===== config.mk =====
export PLATFORM = sky130hd
export DESIGN_NAME = ckc_queue
export DESIGN_NICKNAME = d
export VERILOG_FILES = /design/src/sv/ckc_pkg.sv /design/src/sv/ckc_queue.sv
export SDC_FILE = /design/constraint.sdc
export NUM_CORES = 1
export LEC_CHECK = 0
export BUFFER_PORTS_ARGS = -buffer_cell sky130_fd_sc_hd__buf_2
export CAP_MARGIN = 25
export CELL_PAD_IN_SITES_DETAIL_PLACEMENT = 0
export CELL_PAD_IN_SITES_GLOBAL_PLACEMENT = 1
export CORE_MARGIN = 3
export CORE_UTILIZATION = 53
export DETAILED_ROUTE_END_ITERATION = 16
export PLACE_DENSITY = 0.8
export SLEW_MARGIN = 20
export SYNTH_ARGS = -nofsm -noshare
export SYNTH_HDL_FRONTEND = slang
export SYNTH_SLANG_ARGS = --single-unit

===== constraint.sdc =====
create_clock -name clk -period 2.9 [get_ports clk]
set_clock_uncertainty 0.05 [all_clocks]
set_input_delay 0.29 -clock clk [delete_from_list [all_inputs] [get_ports clk]]
set_output_delay 0.29 -clock clk [all_outputs]
set_load 0.005 [all_outputs]

===== src/sv/ckc_pkg.sv =====
// Shared types, constants and helpers for the colour-key sprite crop block
package ckc_pkg;

  localparam int unsigned PIX_W          = 32;
  localparam int unsigned SIZE_W         = 7;
  localparam int unsigned MAX_TILE_DEF   = 64;
  localparam int unsigned EMPTY_SIZE_DEF = 16;
  localparam int unsigned QUEUE_DEPTH    = 4;
  localparam int unsigned QPTR_W         = $clog2(QUEUE_DEPTH);

  localparam logic [SIZE_W-1:0] TILE_SIZE_RST = SIZE_W'(16);
  localparam logic [PIX_W-1:0]  OPAQUE_MASK   = 32'hFF00_0000;
  localparam logic [PIX_W-1:0]  KEYED_PIXEL   = 32'h0000_0000;

  typedef enum logic {
    OP_LOAD  = 1'b0,
    OP_FETCH = 1'b1
  } op_t;

  typedef struct packed {
    op_t               op;
    logic [PIX_W-1:0]  pixel;
  } cmd_t;

  // side length clamped to [2, max_tile]; 9 bits cover max_tile up to 256
  function automatic logic [8:0] clamp_side(logic [SIZE_W-1:0] t, int unsigned max_tile);
    logic [8:0] v;
    v = 9'(t);
    if (v < 9'd2) begin
      v = 9'd2;
    end else if (v > 9'(max_tile)) begin
      v = 9'(max_tile);
    end
    return v;
  endfunction

endpackage


===== src/sv/ckc_queue.sv =====
// Short command queue between the front end and the back end
module ckc_queue (
  input  logic          clk,
  input  logic          rst_n,
  input  logic          push,
  input  ckc_pkg::cmd_t push_cmd,
  input  logic          pop,
  output logic          head_valid,
  output ckc_pkg::cmd_t head_cmd,
  output logic          full
);
  import ckc_pkg::*;

  cmd_t              slot_r [QUEUE_DEPTH];
  logic [QPTR_W-1:0] wr_ptr_r, wr_ptr_nxt;
  logic [QPTR_W-1:0] rd_ptr_r, rd_ptr_nxt;
  logic [QPTR_W:0]   count_r, count_nxt;

  assign head_valid = (count_r != '0);
  assign full       = (count_r == (QPTR_W+1)'(QUEUE_DEPTH));
  assign head_cmd   = slot_r[rd_ptr_r];

  always_comb begin
    wr_ptr_nxt = push ? wr_ptr_r + QPTR_W'(1) : wr_ptr_r;
    rd_ptr_nxt = pop  ? rd_ptr_r + QPTR_W'(1) : rd_ptr_r;
    count_nxt  = count_r + (QPTR_W+1)'(push) - (QPTR_W+1)'(pop);
  end

  always_ff @(posedge clk) begin
    if (!rst_n) begin
      wr_ptr_r <= '0;
      rd_ptr_r <= '0;
      count_r  <= '0;
    end else begin
      wr_ptr_r <= wr_ptr_nxt;
      rd_ptr_r <= rd_ptr_nxt;
      count_r  <= count_nxt;
    end
  end

  always_ff @(posedge clk) begin
    if (push) begin
      slot_r[wr_ptr_r] <= push_cmd;
    end
  end
endmodule


Word level (Yosys, flattened, before mapping)
Memory sizes are Yosys's and may differ from the RTL's. A register that Yosys moved wholly into a read port is not among the register bits. Cells that the tools add are included.

$add $sub $neg: 4. Multipliers: 0. Div/mod/pow operators: 0. Magnitude comparators: 0. Equality and inequality tests: 1. Shift operators: 0. Muxes and demuxes: 4. Bitwise logic cells: 0. Reduce and logical (&&, ||, !) cells: 1.

Operators by type and width (count): $add 2x1->2 const B (2); $mux 2 (2); $add 3x1->3 (1); $eq 3x3->1 const B (1); $reduce_bool 3->1 (1); $sub 3x1->3 (1); $mux 1 (2).

Flip-flop bits (word level): 7. Bits in latches: 0. Memory bits (writable): 132. ROM bits: 0. Output and inout bits: 35. Logic and storage cells: 14. Memories: 1.

Memories: slot_r (words 4, bits a word 33, rd ports 1, clocked after Yosys merged registers in 1, write ports 1, line ckc_queue.sv:14) `cmd_t slot_r [QUEUE_DEPTH];`.

Logic depth before layout (Yosys ltp)
Depth after elaboration: 3. Mapped depth: 7. Mapped depth without buffers: 7.

Worst setup path before layout
Ideal clock, no wire load.

Path kind: flip-flop to flip-flop. From: register wr_ptr_r[0]. To: memory slot_r[2][0] in the netlist's numbering, enable pin. Library setup time: 0.393 ns. Arrival: 1.354 ns. Required time: 2.457 ns. Slack: 1.103 ns. Stages on the path, launching flop included: 4. Clock period less this slack: 1.797 ns. Cells stage by stage: dfxtp_1 -> inv_1 -> ha_1 -> and2_1.

RTL lines: from (decl) (line ckc_queue.sv:15) `logic [QPTR_W-1:0] wr_ptr_r, wr_ptr_nxt;`; from (signal assigned) (line ckc_queue.sv:35) `wr_ptr_r <= wr_ptr_nxt;`; to (decl) (line ckc_queue.sv:14).

No word-level cell before the write port.

==> qor.yml <==
outcome:
  status: "finished, final reports clean"
grt:
  grt_usage: 0.171
  grt_max_degree: 34
  grt-ovfl-total: 0
  grt_pass1_wl_microns: 14200
  grt_pass1_vias: 2694
  antenna_found_initial: 0
layout:
  regArea_sq_um: 4150
  fin_nets: 378
  antenna_cells: 0
  nFillCells: 591
  drive_above_1_share: 0.400
  final_cells: 474
  syn_to_final_growth_pct: 26.8
  multi_input_area_sq_um: 997
yosys:
  synth_edf_count: 132
  async_flop_share: 0
  syn_inst: 216
  synth_cell_types: 21
  synth_top_cell_area_share: 0.755
  yosys.area.top_type: "edfxtp_1"
  ys_top_cells_by_count: "132 x edfxtp_1, 30 x mux4_2, 9 x dfxtp_1"
  yosysMostFrequentCell: "edfxtp_1"
  synth_ff_type: "edfxtp_1"
  yosysSeqAreaShare: 0.789
  syn_area_per_cell_sq_um: 24.3
  synth_nets: 260
  yosys_warnings: 0
  synth_area_leaders: "edfxtp_1 75%, mux4_2 13%, dfxtp_1 3.4%, mux4_1 1.5%, ha_1 1.4%"
  syn-cell-area_sq_um: 5250
  ys_ff_latch: 141
drt:
  drt-pass1-iter-count: 4
  drc: 0
  viasPerCell: 5.15
  drtIter0Drc: 113
  vias: 2440
  routed_wirelength_microns: 8630
  wl_per_cell_microns: 18.2
  ant_nets: 0
power:
  power.leakage_nw: 2.35
  power.density_nw_per_um2: 759
  vdd_drop_max_mv: 0.367
worst_setup_path:
  ff2ff_path_depth: 7
  crit_arrival_ps: 2000
  cp-start-kind: "register"
  critPathKind: "register to output pin"
  critPathMaxFanout: 16
  worstPathRequired_ps: 2560
  cp-end-kind: "output pin"
floorplan:
  ios: 72
  fp.dieH_microns: 106
  die_area_sq_um: 11100
  core_region_area_sq_um: 9420
  rows: 35
  initial_core_util: 0.558
  die_w_microns: 106
clock_network:
  h-tree-depth: 4
  numCtsBuffers: 17
  cts_tree: "yes"
  cts-root-buf: "clkbuf_8"
  clock_latency_ps: 500
  cts_hold_buf: 34
  cts_resized: 0
  clk_pin_slew_ps: 60
  clockBufferDepth: 2
  post_cts_buffers: 0
  cts.sinks: 141
sta:
  fin_crit_ps: 2340
  slew_headroom: 0.398
  max_freq_mhz: 427
  worst_pin_slew_ps: 902
  min_period_over_period: 0.808
  setup_viol_count_final: 0
  rsz0062_at_grt: "no"
  report.final.slew_viol_count: 0
  fin_tns_setup_ps: 0
  hold_viol_final: 0
place:
  gp_congestion: 0.675
  port_buffers: 71
  dp_hpwl_microns: 4860
  dp.cells: 410
worst_hold_path:
  hold_path_class: "primary input to register"
  hold_depth: 3
run:
  maxCapViolCount: 0
power breakdown:
group          internal, W  switching [W]  total, W
sequential         0.00234      0.0000461   0.00239
combinational     0.000246       0.000191  0.000437
clock              0.00147       0.000755   0.00223
path summary, 6_finish.rpt:
path,from,endpoint,slack (ps)
max,register,head_cmd[29],560
max reg2reg,count_r[0],count_r[2],1090
min,pop,register,80
min reg2reg,rd_ptr_r[0],register,500
layout by cell type, fill, tap and decap left out, drive strengths merged:
master,instances
edfxtp,132
buf,73
dlygate4sd3,34
mux4,33
clkbuf,19
dfxtp,9
inv,7
ha,6
and2,6
nor2,5
bufinv,5
clkinv,5
xnor2,2
and3,1
or3,1
a21bo,1
nand3b,1
a21oi,1
mux2i,1
xor3,1
fa,1
clkinvlp,1
critical path, stage by stage, from the launching register on:
cell     delay, ps
dfxtp_2        420
buf_4          340
mux4_1         590
buf_2          140
registers in the layout, indices dropped and copies added (netlist names), named ones only:
signal / flops
slot_r: 132
count_r: 3
wr_ptr_r: 2
rd_ptr_r: 2
layout make-up:
type	count	share of cell area
Timing Repair Buffer	107	0.107
Inverter	7	0.00395
Multi-Input combinational cell	60	0.150
Clock buffer	19	0.0633
Sequential cell	141	0.623
Clock inverter	11	0.0291
Tap cell	129	0.0242
logic make-up after synthesis:
logic type                 after synthesis  synth area share
AOI/OAI and AO/OA                        2           0.00286
DFF                                    141             0.789
and+or+nand+nor                         14            0.0145
xor gates and xnor gates                 3           0.00786
buffers and inverters                   15            0.0222
muxes                                   34             0.146
adders and majority gates                7            0.0181
per-layer routing:
| metal | vias up | share of wire | GRT usage | wire length [microns] |
|---|---|---|---|---|
| li1 | 1131 | - | - | - |
| met1 | 1230 | 0.43 | 0.215 | 3700 |
| met3 | 16 | 0.039 | 0.0453 | 334 |
| met5 | - | 0 | 0 | 0 |
| met4 | 0 | 0.021 | 0.0740 | 182 |
| met2 | 63 | 0.51 | 0.283 | 4410 |
stage by stage:
stage,util,total power (W),hold slack [ps],area (sq um),setup WS (ps)
2_1_floorplan,-,0.00268,339,5250,1100
3_3_place_gp,0.606,0.00283,452,5700,1040
3_5_place_dp,0.606,0.00284,458,5700,1040
4_1_cts,0.707,0.00510,53.5,6660,488
5_1_grt,0.707,0.00523,78.2,6660,411
6_report,0.707,0.00505,78.7,6660,557
Power figures use the tool's default switching activity.
